[src/sv/eft_pkg.sv]
// ----------------------------------------------------------------------------
// eft_pkg
// shared constants, types and tables for the ellipse fan tessellator
// ----------------------------------------------------------------------------
package eft_pkg;

  localparam int IndexBits   = 16;
  localparam int CoordBits   = 24;
  localparam int MaxSegments = 31;
  localparam int CordicSteps = 20;
  localparam int StepBits    = 5;
  localparam logic signed [33:0] CordicGain = 34'sd652032874;

  typedef enum logic [3:0] {
    ST_IDLE,
    ST_ROT,
    ST_CENTER,
    ST_DIV,
    ST_ANG,
    ST_TRIG,
    ST_MUL_LX,
    ST_MUL_LY,
    ST_MUL_P1A,
    ST_MUL_P1B,
    ST_MUL_P2A,
    ST_MUL_P2B,
    ST_VERT,
    ST_TRI
  } state_t;

  typedef struct packed {
    logic        start;
    logic [15:0] angle;
  } cordic_req_t;

  typedef struct packed {
    logic                done;
    logic signed [33:0]  cos_v;
    logic signed [33:0]  sin_v;
  } cordic_rsp_t;

  function automatic logic [31:0] atan_turn(input logic [StepBits-1:0] i);
    logic [31:0] r;
    begin
      case (i)
        5'd0:  r = 32'h20000000;
        5'd1:  r = 32'h12E4051E;
        5'd2:  r = 32'h09FB385B;
        5'd3:  r = 32'h051111D4;
        5'd4:  r = 32'h028B0D43;
        5'd5:  r = 32'h0145D7E1;
        5'd6:  r = 32'h00A2F61E;
        5'd7:  r = 32'h00517C55;
        5'd8:  r = 32'h0028BE53;
        5'd9:  r = 32'h00145F2F;
        5'd10: r = 32'h000A2F98;
        5'd11: r = 32'h000517CC;
        5'd12: r = 32'h00028BE6;
        5'd13: r = 32'h000145F3;
        5'd14: r = 32'h0000A2F9;
        5'd15: r = 32'h0000517C;
        5'd16: r = 32'h000028BE;
        5'd17: r = 32'h0000145F;
        5'd18: r = 32'h00000A2F;
        5'd19: r = 32'h00000517;
        default: r = 32'h0;
      endcase
      return r;
    end
  endfunction

endpackage

[src/sv/eft_cordic.sv]
// ----------------------------------------------------------------------------
// eft_cordic
// iterative cordic, one micro-rotation per cycle, quadrant fold at the end
// ----------------------------------------------------------------------------
module eft_cordic (
  input  logic                 clk,
  input  logic                 rst_n,
  input  eft_pkg::cordic_req_t req,
  output eft_pkg::cordic_rsp_t rsp
);

  logic signed [33:0] x_r, x_nxt, y_r, y_nxt;
  logic signed [33:0] z_r, z_nxt;
  logic [1:0]         quad_r, quad_nxt;
  logic [eft_pkg::StepBits-1:0] step_r, step_nxt;
  logic               busy_r, busy_nxt, done_r, done_nxt;
  logic signed [33:0] dx, dy, at;

  always_comb begin
    dx = y_r >>> step_r;
    dy = x_r >>> step_r;
    at = $signed({2'b00, eft_pkg::atan_turn(step_r)});
    x_nxt = x_r; y_nxt = y_r; z_nxt = z_r; quad_nxt = quad_r;
    step_nxt = step_r; busy_nxt = busy_r; done_nxt = 1'b0;
    if (req.start) begin
      x_nxt = eft_pkg::CordicGain;
      y_nxt = '0;
      z_nxt = $signed({4'b0, req.angle[13:0], 16'b0});
      quad_nxt = req.angle[15:14];
      step_nxt = '0;
      busy_nxt = 1'b1;
    end else if (busy_r) begin
      if (!z_r[33]) begin
        x_nxt = x_r - dx; y_nxt = y_r + dy; z_nxt = z_r - at;
      end else begin
        x_nxt = x_r + dx; y_nxt = y_r - dy; z_nxt = z_r + at;
      end
      step_nxt = step_r + 1'b1;
      if (step_r == eft_pkg::StepBits'(eft_pkg::CordicSteps - 1)) begin
        busy_nxt = 1'b0;
        done_nxt = 1'b1;
      end
    end
  end

  always_ff @(posedge clk) begin
    x_r <= x_nxt; y_r <= y_nxt; z_r <= z_nxt; quad_r <= quad_nxt; step_r <= step_nxt;
    if (!rst_n) begin
      busy_r <= 1'b0;
      done_r <= 1'b0;
    end else begin
      busy_r <= busy_nxt;
      done_r <= done_nxt;
    end
  end

  always_comb begin
    rsp.done = done_r;
    case (quad_r)
      2'd0: begin rsp.cos_v = x_r;  rsp.sin_v = y_r;  end
      2'd1: begin rsp.cos_v = -y_r; rsp.sin_v = x_r;  end
      2'd2: begin rsp.cos_v = -x_r; rsp.sin_v = -y_r; end
      default: begin rsp.cos_v = y_r; rsp.sin_v = -x_r; end
    endcase
  end

  a_done_one: assert property (@(posedge clk) disable iff (!rst_n)
    done_r |-> !busy_r) else $error("cordic done while busy");
  a_start_busy: assert property (@(posedge clk) disable iff (!rst_n)
    req.start |=> busy_r) else $error("cordic start lost");
  a_step_bound: assert property (@(posedge clk) disable iff (!rst_n)
    busy_r |-> step_r < eft_pkg::StepBits'(eft_pkg::CordicSteps))
    else $error("cordic step overrun");

endmodule

[src/sv/ellipse_fan_tessellator_unit.sv]
// ----------------------------------------------------------------------------
// ellipse_fan_tessellator_unit
// one ellipse in, centre vertex, rim vertices and fan triangles out
// ----------------------------------------------------------------------------
// order: centre vertex beat registered once the rotation cordic is done
// per rim vertex: angle division, cordic start, cordic,
//   6 steps on the one shared multiplier, output
// pacing: no new ellipse is taken until its last triangle beat is issued, plus output stalls;
//   a rejected ellipse is dropped while idle; the shared cordic and multiplier set the pace
// reset: synchronous active low, clears the running vertex count, fsm and out_valid
module ellipse_fan_tessellator_unit (
  input  logic               clk,
  input  logic               rst_n,
  input  logic               in_valid,
  output logic               in_stall,
  input  logic               in_restart,
  input  logic signed [23:0] in_center_x,
  input  logic signed [23:0] in_center_y,
  input  logic signed [23:0] in_depth,
  input  logic [22:0]        in_axis_x,
  input  logic [22:0]        in_axis_y,
  input  logic [15:0]        in_rotation,
  input  logic [4:0]         in_segments,
  input  logic [31:0]        in_rgba,
  output logic               out_valid,
  input  logic               out_stall,
  output logic               out_kind,
  output logic signed [23:0] out_vert_x,
  output logic signed [23:0] out_vert_y,
  output logic signed [23:0] out_vert_z,
  output logic [31:0]        out_vert_rgba,
  output logic [15:0]        out_tri_a,
  output logic [15:0]        out_tri_b,
  output logic [15:0]        out_tri_c,
  output logic               out_last
);

  eft_pkg::state_t state_r, state_nxt;
  eft_pkg::cordic_req_t creq;
  eft_pkg::cordic_rsp_t crsp;

  logic [15:0] count_r, count_nxt, base_r, base_nxt;
  logic signed [23:0] cx_r, cy_r, cz_r;
  logic [22:0] rx_r, ry_r;
  logic [31:0] rgba_r;
  logic [4:0]  n_r, i_r, i_nxt;
  logic signed [33:0] cr_r, sr_r;
  logic signed [33:0] ct_r, st_r;
  logic [20:0] rem_r, rem_nxt;
  logic [15:0] q_r, q_nxt;
  logic [4:0]  dstep_r, dstep_nxt;
  logic signed [24:0] lx_r, ly_r;
  logic signed [63:0] p1_r, p2_r;
  logic signed [33:0] mul_a;
  logic signed [24:0] mul_b;
  logic signed [58:0] mul_p;
  logic signed [63:0] prod, rnd_p;
  logic               ovalid_r, ovalid_nxt;
  logic               okind_r, olast_r;
  logic signed [23:0] ox_r, oy_r;
  logic [15:0]        ta_r, tb_r, tc_r;
  logic               accept, reject, out_free;
  logic [20:0]        rem_sh;
  logic signed [63:0] sx, sy;
  logic [4:0]         inext;

  assign accept   = in_valid && !in_stall;
  assign in_stall = (state_r != eft_pkg::ST_IDLE);
  assign reject   = (in_axis_x == '0) || (in_axis_y == '0) || (in_segments <= 5'd3);
  assign out_free = !ovalid_r || !out_stall;
  assign creq.start = (state_r == eft_pkg::ST_IDLE && accept && !reject)
                      || (state_r == eft_pkg::ST_ANG);
  assign creq.angle = (state_r == eft_pkg::ST_IDLE) ? in_rotation : q_r;
  assign rem_sh = {rem_r[19:0], 1'b0};
  assign inext  = (i_r == n_r - 5'd1) ? 5'd0 : i_r + 5'd1;

  eft_cordic u_cordic (.clk(clk), .rst_n(rst_n), .req(creq), .rsp(crsp));

  function automatic logic signed [63:0] rnd30(input logic signed [63:0] p);
    logic signed [63:0] t;
    begin
      t = p + 64'sd536870912;
      return t >>> 30;
    end
  endfunction

  function automatic logic signed [23:0] sat(input logic signed [63:0] v);
    begin
      if (v > 64'sd8388607) return 24'sh7FFFFF;
      if (v < -64'sd8388608) return 24'sh800000;
      return v[23:0];
    end
  endfunction

  // single shared multiplier, operands chosen by state
  always_comb begin
    case (state_r)
      eft_pkg::ST_MUL_LX:  begin mul_a = ct_r; mul_b = $signed({2'b00, rx_r}); end
      eft_pkg::ST_MUL_LY:  begin mul_a = st_r; mul_b = $signed({2'b00, ry_r}); end
      eft_pkg::ST_MUL_P1A: begin mul_a = cr_r; mul_b = lx_r; end
      eft_pkg::ST_MUL_P1B: begin mul_a = sr_r; mul_b = ly_r; end
      eft_pkg::ST_MUL_P2A: begin mul_a = sr_r; mul_b = lx_r; end
      default:             begin mul_a = cr_r; mul_b = ly_r; end
    endcase
    mul_p = mul_a * mul_b;
    prod  = 64'(mul_p);
    rnd_p = rnd30(prod);
  end

  always_comb begin
    sx = rnd30(p1_r);
    sy = rnd30(p2_r);
  end

  always_comb begin
    state_nxt = state_r;
    unique case (state_r)
      eft_pkg::ST_IDLE:    if (accept && !reject) state_nxt = eft_pkg::ST_ROT;
      eft_pkg::ST_ROT:     if (crsp.done) state_nxt = eft_pkg::ST_CENTER;
      eft_pkg::ST_CENTER:  if (out_free) state_nxt = eft_pkg::ST_DIV;
      eft_pkg::ST_DIV:     if (dstep_r == 5'd16) state_nxt = eft_pkg::ST_ANG;
      eft_pkg::ST_ANG:     state_nxt = eft_pkg::ST_TRIG;
      eft_pkg::ST_TRIG:    if (crsp.done) state_nxt = eft_pkg::ST_MUL_LX;
      eft_pkg::ST_MUL_LX:  state_nxt = eft_pkg::ST_MUL_LY;
      eft_pkg::ST_MUL_LY:  state_nxt = eft_pkg::ST_MUL_P1A;
      eft_pkg::ST_MUL_P1A: state_nxt = eft_pkg::ST_MUL_P1B;
      eft_pkg::ST_MUL_P1B: state_nxt = eft_pkg::ST_MUL_P2A;
      eft_pkg::ST_MUL_P2A: state_nxt = eft_pkg::ST_MUL_P2B;
      eft_pkg::ST_MUL_P2B: state_nxt = eft_pkg::ST_VERT;
      eft_pkg::ST_VERT: begin
        if (out_free) begin
          if (i_r == n_r - 5'd1) state_nxt = eft_pkg::ST_TRI;
          else state_nxt = eft_pkg::ST_DIV;
        end
      end
      eft_pkg::ST_TRI:
        if (out_free && i_r == n_r - 5'd1) state_nxt = eft_pkg::ST_IDLE;
      default: state_nxt = eft_pkg::ST_IDLE;
    endcase
  end

  always_comb begin
    count_nxt = count_r; base_nxt = base_r; i_nxt = i_r;
    rem_nxt = rem_r; q_nxt = q_r; dstep_nxt = dstep_r;
    ovalid_nxt = ovalid_r && out_stall;
    unique case (state_r)
      eft_pkg::ST_IDLE: begin
        if (accept) begin
          if (in_restart) count_nxt = '0;
          base_nxt = in_restart ? '0 : count_r;
          i_nxt = '0;
        end
      end
      eft_pkg::ST_CENTER: begin
        if (out_free) begin
          ovalid_nxt = 1'b1;
          rem_nxt = '0; q_nxt = '0; dstep_nxt = '0;
        end
      end
      eft_pkg::ST_DIV: begin
        // restoring division of i*65536 by n, one quotient bit per cycle
        if (dstep_r == 5'd0) begin
          rem_nxt = {16'b0, i_r};
        end else begin
          if (rem_sh >= {16'b0, n_r}) begin
            rem_nxt = rem_sh - {16'b0, n_r};
            q_nxt = {q_r[14:0], 1'b1};
          end else begin
            rem_nxt = rem_sh;
            q_nxt = {q_r[14:0], 1'b0};
          end
        end
        dstep_nxt = dstep_r + 5'd1;
      end
      eft_pkg::ST_VERT: begin
        if (out_free) begin
          ovalid_nxt = 1'b1;
          rem_nxt = '0; q_nxt = '0; dstep_nxt = '0;
          i_nxt = inext;
        end
      end
      eft_pkg::ST_TRI: begin
        if (out_free) begin
          ovalid_nxt = 1'b1;
          i_nxt = i_r + 5'd1;
          if (i_r == n_r - 5'd1) count_nxt = base_r + 16'(n_r) + 16'd1;
        end
      end
      default: ;
    endcase
  end

  always_ff @(posedge clk) begin
    if (state_r == eft_pkg::ST_IDLE && accept) begin
      cx_r <= in_center_x; cy_r <= in_center_y; cz_r <= in_depth;
      rx_r <= in_axis_x; ry_r <= in_axis_y; rgba_r <= in_rgba; n_r <= in_segments;
    end
    if (state_r == eft_pkg::ST_ROT && crsp.done) begin
      cr_r <= crsp.cos_v; sr_r <= crsp.sin_v;
    end
    if (state_r == eft_pkg::ST_TRIG && crsp.done) begin
      ct_r <= crsp.cos_v; st_r <= crsp.sin_v;
    end
    // local point, then rotated offset accumulated over the shared multiplier
    case (state_r)
      eft_pkg::ST_MUL_LX:  lx_r <= rnd_p[24:0];
      eft_pkg::ST_MUL_LY:  ly_r <= rnd_p[24:0];
      eft_pkg::ST_MUL_P1A: p1_r <= prod;
      eft_pkg::ST_MUL_P1B: p1_r <= p1_r - prod;
      eft_pkg::ST_MUL_P2A: p2_r <= prod;
      eft_pkg::ST_MUL_P2B: p2_r <= p2_r + prod;
      default: ;
    endcase
    if (out_free) begin
      if (state_r == eft_pkg::ST_CENTER) begin
        okind_r <= 1'b0; ox_r <= cx_r; oy_r <= cy_r; olast_r <= 1'b0;
        ta_r <= '0; tb_r <= '0; tc_r <= '0;
      end else if (state_r == eft_pkg::ST_VERT) begin
        okind_r <= 1'b0; olast_r <= 1'b0;
        ox_r <= sat(64'(cx_r) + sx); oy_r <= sat(64'(cy_r) + sy);
        ta_r <= '0; tb_r <= '0; tc_r <= '0;
      end else if (state_r == eft_pkg::ST_TRI) begin
        okind_r <= 1'b1; ox_r <= '0; oy_r <= '0;
        olast_r <= (i_r == n_r - 5'd1);
        ta_r <= base_r;
        tb_r <= base_r + 16'd1 + 16'(inext);
        tc_r <= base_r + 16'd1 + 16'(i_r);
      end
    end
    rem_r <= rem_nxt; q_r <= q_nxt; dstep_r <= dstep_nxt; base_r <= base_nxt; i_r <= i_nxt;
    if (!rst_n) begin
      state_r <= eft_pkg::ST_IDLE;
      count_r <= '0;
      ovalid_r <= 1'b0;
    end else begin
      state_r <= state_nxt;
      count_r <= count_nxt;
      ovalid_r <= ovalid_nxt;
    end
  end

  assign out_valid     = ovalid_r;
  assign out_kind      = okind_r;
  assign out_vert_x    = ox_r;
  assign out_vert_y    = oy_r;
  assign out_vert_z    = okind_r ? 24'sd0 : cz_r;
  assign out_vert_rgba = okind_r ? 32'd0 : rgba_r;
  assign out_tri_a     = ta_r;
  assign out_tri_b     = tb_r;
  assign out_tri_c     = tc_r;
  assign out_last      = olast_r;

  a_hold: assert property (@(posedge clk) disable iff (!rst_n)
    out_valid && out_stall |=> out_valid) else $error("beat dropped");
  a_busy: assert property (@(posedge clk) disable iff (!rst_n)
    out_valid && out_last && !out_stall |=> !out_valid) else $error("beat after last");
  a_idle_accept: assert property (@(posedge clk) disable iff (!rst_n)
    accept |-> state_r == eft_pkg::ST_IDLE) else $error("accept while busy");

endmodule

[config.mk]
export PLATFORM = sky130hd
export DESIGN_NAME = ellipse_fan_tessellator_unit
export DESIGN_NICKNAME = d
export VERILOG_FILES = /design/src/sv/eft_pkg.sv /design/src/sv/eft_cordic.sv /design/src/sv/ellipse_fan_tessellator_unit.sv
export SDC_FILE = /design/constraint.sdc
export NUM_CORES = 2
export LEC_CHECK = 0
export BUFFER_PORTS_ARGS = -buffer_cell sky130_fd_sc_hd__buf_2
export CAP_MARGIN = 0
export CORE_MARGIN = 4
export CORE_UTILIZATION = 40
export DETAILED_ROUTE_END_ITERATION = 12
export GPL_TIMING_DRIVEN = 0
export SYNTH_ARGS = -nofsm -noshare
export SYNTH_HDL_FRONTEND = slang
export SYNTH_SLANG_ARGS = --single-unit
export TNS_END_PERCENT = 20
[constraint.sdc]
create_clock -name clk -period 40.4 [get_ports clk]
set_input_delay 8.08 -clock clk [delete_from_list [all_inputs] [get_ports clk]]
set_output_delay 8.08 -clock clk [all_outputs]
set_load 0.005 [all_outputs]
# Yosys cells after proc, flatten, opt, wreduce, memory -nomap -nowiden
# Memories as Yosys holds them, arrays and structs flattened. A register that Yosys moved wholly into a read port is not among the register bits.
# Cells that the tools add are included.
[classes]
add_sub_neg = 25
mul = 1
order_cmp = 6
n_eq_ne = 30
n_shift = 2
n_mux = 86
bitwise_logic = 2
reduce_logical = 41
[op_table]
columns = ["op", "n"]
rows = [
  ["$mux 24", 14],
  ["$pmux 64 s2", 2],
  ["$pmux 68 s3", 1],
  ["$mux 16", 10],
  ["$add 64x31->64 const B", 2],
  ["$mux 34", 3],
  ["$pmux 34 s3", 1],
  ["$pmux 25 s3", 1],
  ["$add 24x34->35", 2],
  ["$gt 35x24->1 const B", 2],
  ["$lt 35x24->1 const B", 2],
  ["$add 34x34->34", 2],
  ["$neg 34->34", 2],
  ["$sshr 34x5->34", 2],
  ["$sub 34x34->34", 2],
  ["$add 64x59->64", 1],
  ["$pmux 16 s2", 2],
  ["$sub 64x59->64", 1],
  ["$mux 20", 3],
  ["$mux 30", 2],
  ["$mul 34x25->59", 1],
  ["$pmux 4 s14", 1],
  ["$add 55x31->55 const B", 1],
  ["$add 16x5->16", 3],
  ["other kinds (42)", 130],
]
[word_totals]
regBits = 761
rom_bits = 960
in_bits = 176
output_inout_bits = 156
wordCells = 232
memories = 1
[memory_table]
columns = ["memory", "words", "width", "read_ports", "rd_ports_with_merged_regs", "write_ports", "line_no", "rtl"]
rows = [
  ["(no name shown)", 32, 30, 1, 1, 0, "eft_pkg.sv:45", "case (i)"],
]

# Longest topological paths before layout
[logic_depth]
ltp_word = 15
mapped_depth = 54
depth_no_buf = 51

# By module
# From an unflattened synthesis, not the netlist that was laid out.
[hier_totals]
hier_cells = 9609
hier_area_um2 = 87565.2
[by_module_without_submodules]
columns = ["mod", "n_inst", "cells_each", "area_per_inst_um2", "seq_area_each_um2"]
rows = [
  ["ellipse_fan_tessellator_unit", 1, 7077, 67970.2, 19308.5],
  ["eft_cordic", 1, 2532, 19595.0, 2982.9],
]

# Worst setup path after synthesis
# No wires, ideal clock.
[synth_path]
path_kind = "input -> register"
start = "in out_stall"
end = "reg okind_r (netlist: out_kind) (enable)"
setup_ps = 704
arrival_ps = 15326
t_required_ps = 39696
setup_slack_ps = 24370
cell_stages = 2
n_path_buf = 0
cell_sequence = "nand2_1 -> a21boi_0"
[synth_between]
elab_chain_len = 3
[synth_rtl]
columns = ["item", "line_no", "rtl"]
rows = [
  ["start: declaration", "ellipse_fan_tessellator_unit.sv:26", "input logic out_stall,"],
  ["$logic_not 1->1", "ellipse_fan_tessellator_unit.sv:70", "assign out_free = !ovalid_r || !out_stall;"],
  ["$logic_or 1x1->1", "ellipse_fan_tessellator_unit.sv:70", ""],
  ["$reduce_and 2->1 (no line)", "-", ""],
  ["end signal: assignment", "ellipse_fan_tessellator_unit.sv:216", "okind_r <= 1'b0; ox_r <= cx_r; oy_r <= cy_r; olast_r <= 1'b0;"],
  ["end signal: assignment", "ellipse_fan_tessellator_unit.sv:219", "okind_r <= 1'b0; olast_r <= 1'b0;"],
  ["end signal: assignment", "ellipse_fan_tessellator_unit.sv:223", "okind_r <= 1'b1; ox_r <= '0; oy_r <= '0;"],
  ["end: declaration", "ellipse_fan_tessellator_unit.sv:59", "logic okind_r, olast_r;"],
]
# No other way between the ends.
# A chain may end at the register's enable or synchronous reset.

# Final worst setup path
[layout_path]
start = "reg state_r[2]"
end = "reg p1_r[60], data pin"
[layout_between]
elab_chain_len = 6
elab_cells_between_ends = 12
classes_between = "1 x add/sub; 1 x mul; 5 x eq/ne; 3 x mux; 2 x reduce/logical"
[layout_rtl]
columns = ["item", "line_no", "rtl"]
rows = [
  ["start: declaration", "ellipse_fan_tessellator_unit.sv:38", "eft_pkg::state_t state_r, state_nxt;"],
  ["start signal: assignment", "ellipse_fan_tessellator_unit.sv:232", "state_r <= eft_pkg::ST_IDLE;"],
  ["start signal: assignment", "ellipse_fan_tessellator_unit.sv:236", "state_r <= state_nxt;"],
  ["$eq 4x4->1, on equally long branches", "ellipse_fan_tessellator_unit.sv:97, ellipse_fan_tessellator_unit.sv:205", ""],
  ["$reduce_or 2->1 (no line)", "-", ""],
  ["$pmux 34 s3 or $pmux 25 s3 (tied branches)", "ellipse_fan_tessellator_unit.sv:97", "case (state_r)"],
  ["$mul 34x25->59", "ellipse_fan_tessellator_unit.sv:105", "mul_p = mul_a * mul_b;"],
  ["$sub 64x59->64", "ellipse_fan_tessellator_unit.sv:209", "eft_pkg::ST_MUL_P1B: p1_r <= p1_r - prod;"],
  ["$pmux 64 s2 *", "ellipse_fan_tessellator_unit.sv:205", "case (state_r)"],
  ["end signal: assignment", "ellipse_fan_tessellator_unit.sv:208", "eft_pkg::ST_MUL_P1A: p1_r <= prod;"],
  ["end signal: assignment", "ellipse_fan_tessellator_unit.sv:209", ""],
  ["end: declaration", "ellipse_fan_tessellator_unit.sv:53", "logic signed [63:0] p1_r, p2_r;"],
]
# Every way passes the cells marked *; elsewhere a longest branch is shown, timed or not.

==> run metrics <==
DRT met1 WL 132000 um; FF-to-FF path depth 50; row cnt between 150 and 200; clock skew 70.4 ps; syn nets 10800; Crit Path Category reg -> reg; Ys Warns 0; ys flop type edfxtp_1; Required @ worst endpoint 40890 ps; RSZ-0062 raised after global routing no; Residual DRC 0; Max clock buf depth 3; remaining global-route overflow 0; vias per cell 5.63; Worst Path Arrival 16940 ps; setup TNS 0 ps; Hold Crit Depth 2; commonest non-fill, non-tap cell in the layout nand2_1; fin crit period 16440 ps; first-pass GRT wire length 460000 um; syn_area_per_cell 9.19 sq um; vias after detailed routing 71200; hold_buf cts 0; Reg clk slew, reported paths approximately 60 ps; clk sinks ~800; most frequent cells in the layout nand2_1 (1104), inv_1 (1061), nor2_1 (955); Yosys cell types around 130; Starting Density 0.402; CP Max Fanout 10; drt first pass iters 7; Async SR Flop Fraction 0; post-layout net count 11200; Final Setup Violations 0; failing checks max-capacitance violations, max-slew violations; Slew @ Worst Pin 1550 ps; period utilization 0.407; Seq/Total Area, Yosys 0.262; status finished, violations left; die area 0.221 sq mm; Placer Congestion 1.00; share of post-route cells with drive strength above 1 0.0777; max_cap viols 3; Critical Path Max Stage Delay between 800 and 900 ps; total wire length between 300000 and 400000 um; htree depth 3; TritonCTS Buffers 93; Max-slew headroom -0.0411; Syn Inst Count 9270; worst hold path type reg -> reg; Antenna Violating Nets Remaining 0; drt initial violations 6713; total track usage 0.277; Routed WL per cell 24.7 um; Synth-to-Final Area Change 10.4%; Port-buffer cells 331; met2 routed wirelength 141000 um; Post-DP HPWL between 200000 and 300000 um; Synth Register Bits 791; type of origin of the critical path register; post_cts resized 0; setup bufs post-CTS 0; final hold vios 0; fin. max-slew vios 20; I/O pins 332; Root Buffer clkbuf_16; vias in the first global route ~70000; Worst setup EP type register; number of synthesized flops with an enable pin 645; initial antenna violation count 36; CTS tree done; uppermost layer routed met5; met3 wire length 24400 um; worst-skew pair later-pin latency between 700 and 800 ps; Slowest-stage cell, CP clkbuf_1; synthesized area around 0.085 sq mm; die height around 470 um; CP most frequent cell fa_1; Max Freq 0.0608 GHz; largest net degree at the start of global routing 69; Core Area 0.212 sq mm; Die X around 470 um
path summary, 6_finish.rpt:
path / startpoint / to / slack, ps
setup / recovery: state_r[2]$_SDFFE_PN0P_ / p1_r[60]$_DFFE_PP_ / 23960
hold / removal: u_cordic.z_r[32]$_SDFFE_PN0P_ / u_cordic.z_r[32]$_SDFFE_PN0P_ / 480
setup reg to reg: state_r[2]$_SDFFE_PN0P_ / p1_r[60]$_DFFE_PP_ / 23960
hold reg to reg: u_cordic.z_r[32]$_SDFFE_PN0P_ / u_cordic.z_r[32]$_SDFFE_PN0P_ / 480
synthesized netlist by cell type, types with 126 or more instances:
cell type / number / area [sq um]
a21oi_1: 468 / 2340
xnor2_1: 446 / 3910
inv_1: 1061 / 3980
a21o_1: 178 / 1340
dfxtp_1: 146 / 2920
nor2b_1: 138 / 863
mux2i_1: 126 / 1260
fa_1: 876 / 17500
clkbuf_1: 378 / 1420
ha_1: 477 / 5970
xor2_1: 246 / 2150
nor2_1: 956 / 3590
nand3_1: 154 / 771
nand2_1: 1104 / 4140
edfxtp_1: 645 / 19400
o21ai_0: 391 / 1960
kinds of logic after synthesis:
| logic type | share of synthesized area |
|---|---|
| DFF | 0.262 |
| and+or+nand+nor | 0.157 |
| buffers and inverters | 0.0698 |
| xor gates and xnor gates | 0.0722 |
| muxes | 0.0326 |
| AOI/OAI and AO/OA | 0.129 |
| adders and majority gates | 0.278 |
layout make-up:
type / count / area [sq um]
timing repair buffer: 351 / 2040
fill: 20800 / 118000
antenna: 25 / 62.6
inverter: 1073 / 4030
sequential: 791 / 22300
tap: 2821 / 3530
clock buffer: 112 / 2440
buffer: 456 / 1920
multi-input combinational: 6950 / 57100
clock inverter: 61 / 667
critical path: cells and delay by family (launching register included):
family | cells | cell delay (ps)
AOI/OAI and AO/OA | 20 | 5350
adders and majority gates | 10 | 4610
buffers and inverters | 11 | 3410
and+or+nand+nor | 7 | 1670
xor gates and xnor gates | 2 | 760
DFF | 1 | 360
sequential cells by signal, summed over array words and instances, names as in the netlist, 25 cells and up:
name / count
rgba_r: 32
cr_r: 34
sr_r: 34
u_cordic.at: 30
ly_r: 25
u_cordic.z_r: 34
ct_r: 34
u_cordic.y_r: 34
p2_r: 64
st_r: 34
lx_r: 25
p1_r: 64
u_cordic.x_r: 34
routing by layer:
metal  vias up  GRT usage
li1      32100          -
met1     35800      0.376
met2      2782      0.437
met3       521     0.0502
met4        12      0.112
met5         -          0
per-stage QoR:
stage / utilization / hold WS [ps] / std cells / instance area, sq um / setup WS (ps)
2_1_floorplan: - / 432 / 9270 / 85200 / 24370
3_3_place_gp: 0.426 / 447 / 12400 / 90400 / 20230
3_5_place_dp: 0.429 / 470 / 12400 / 90900 / 24160
4_1_cts: 0.443 / 482 / 12600 / 94000 / 24120
5_1_grt: 0.443 / 509 / 12600 / 94000 / 23300
6_report: 0.443 / 480 / 12600 / 94100 / 23960
Power is left out: the tool's default activity adds up to more than one toggle a clock period on the data nets, which glitch-free logic cannot reach.
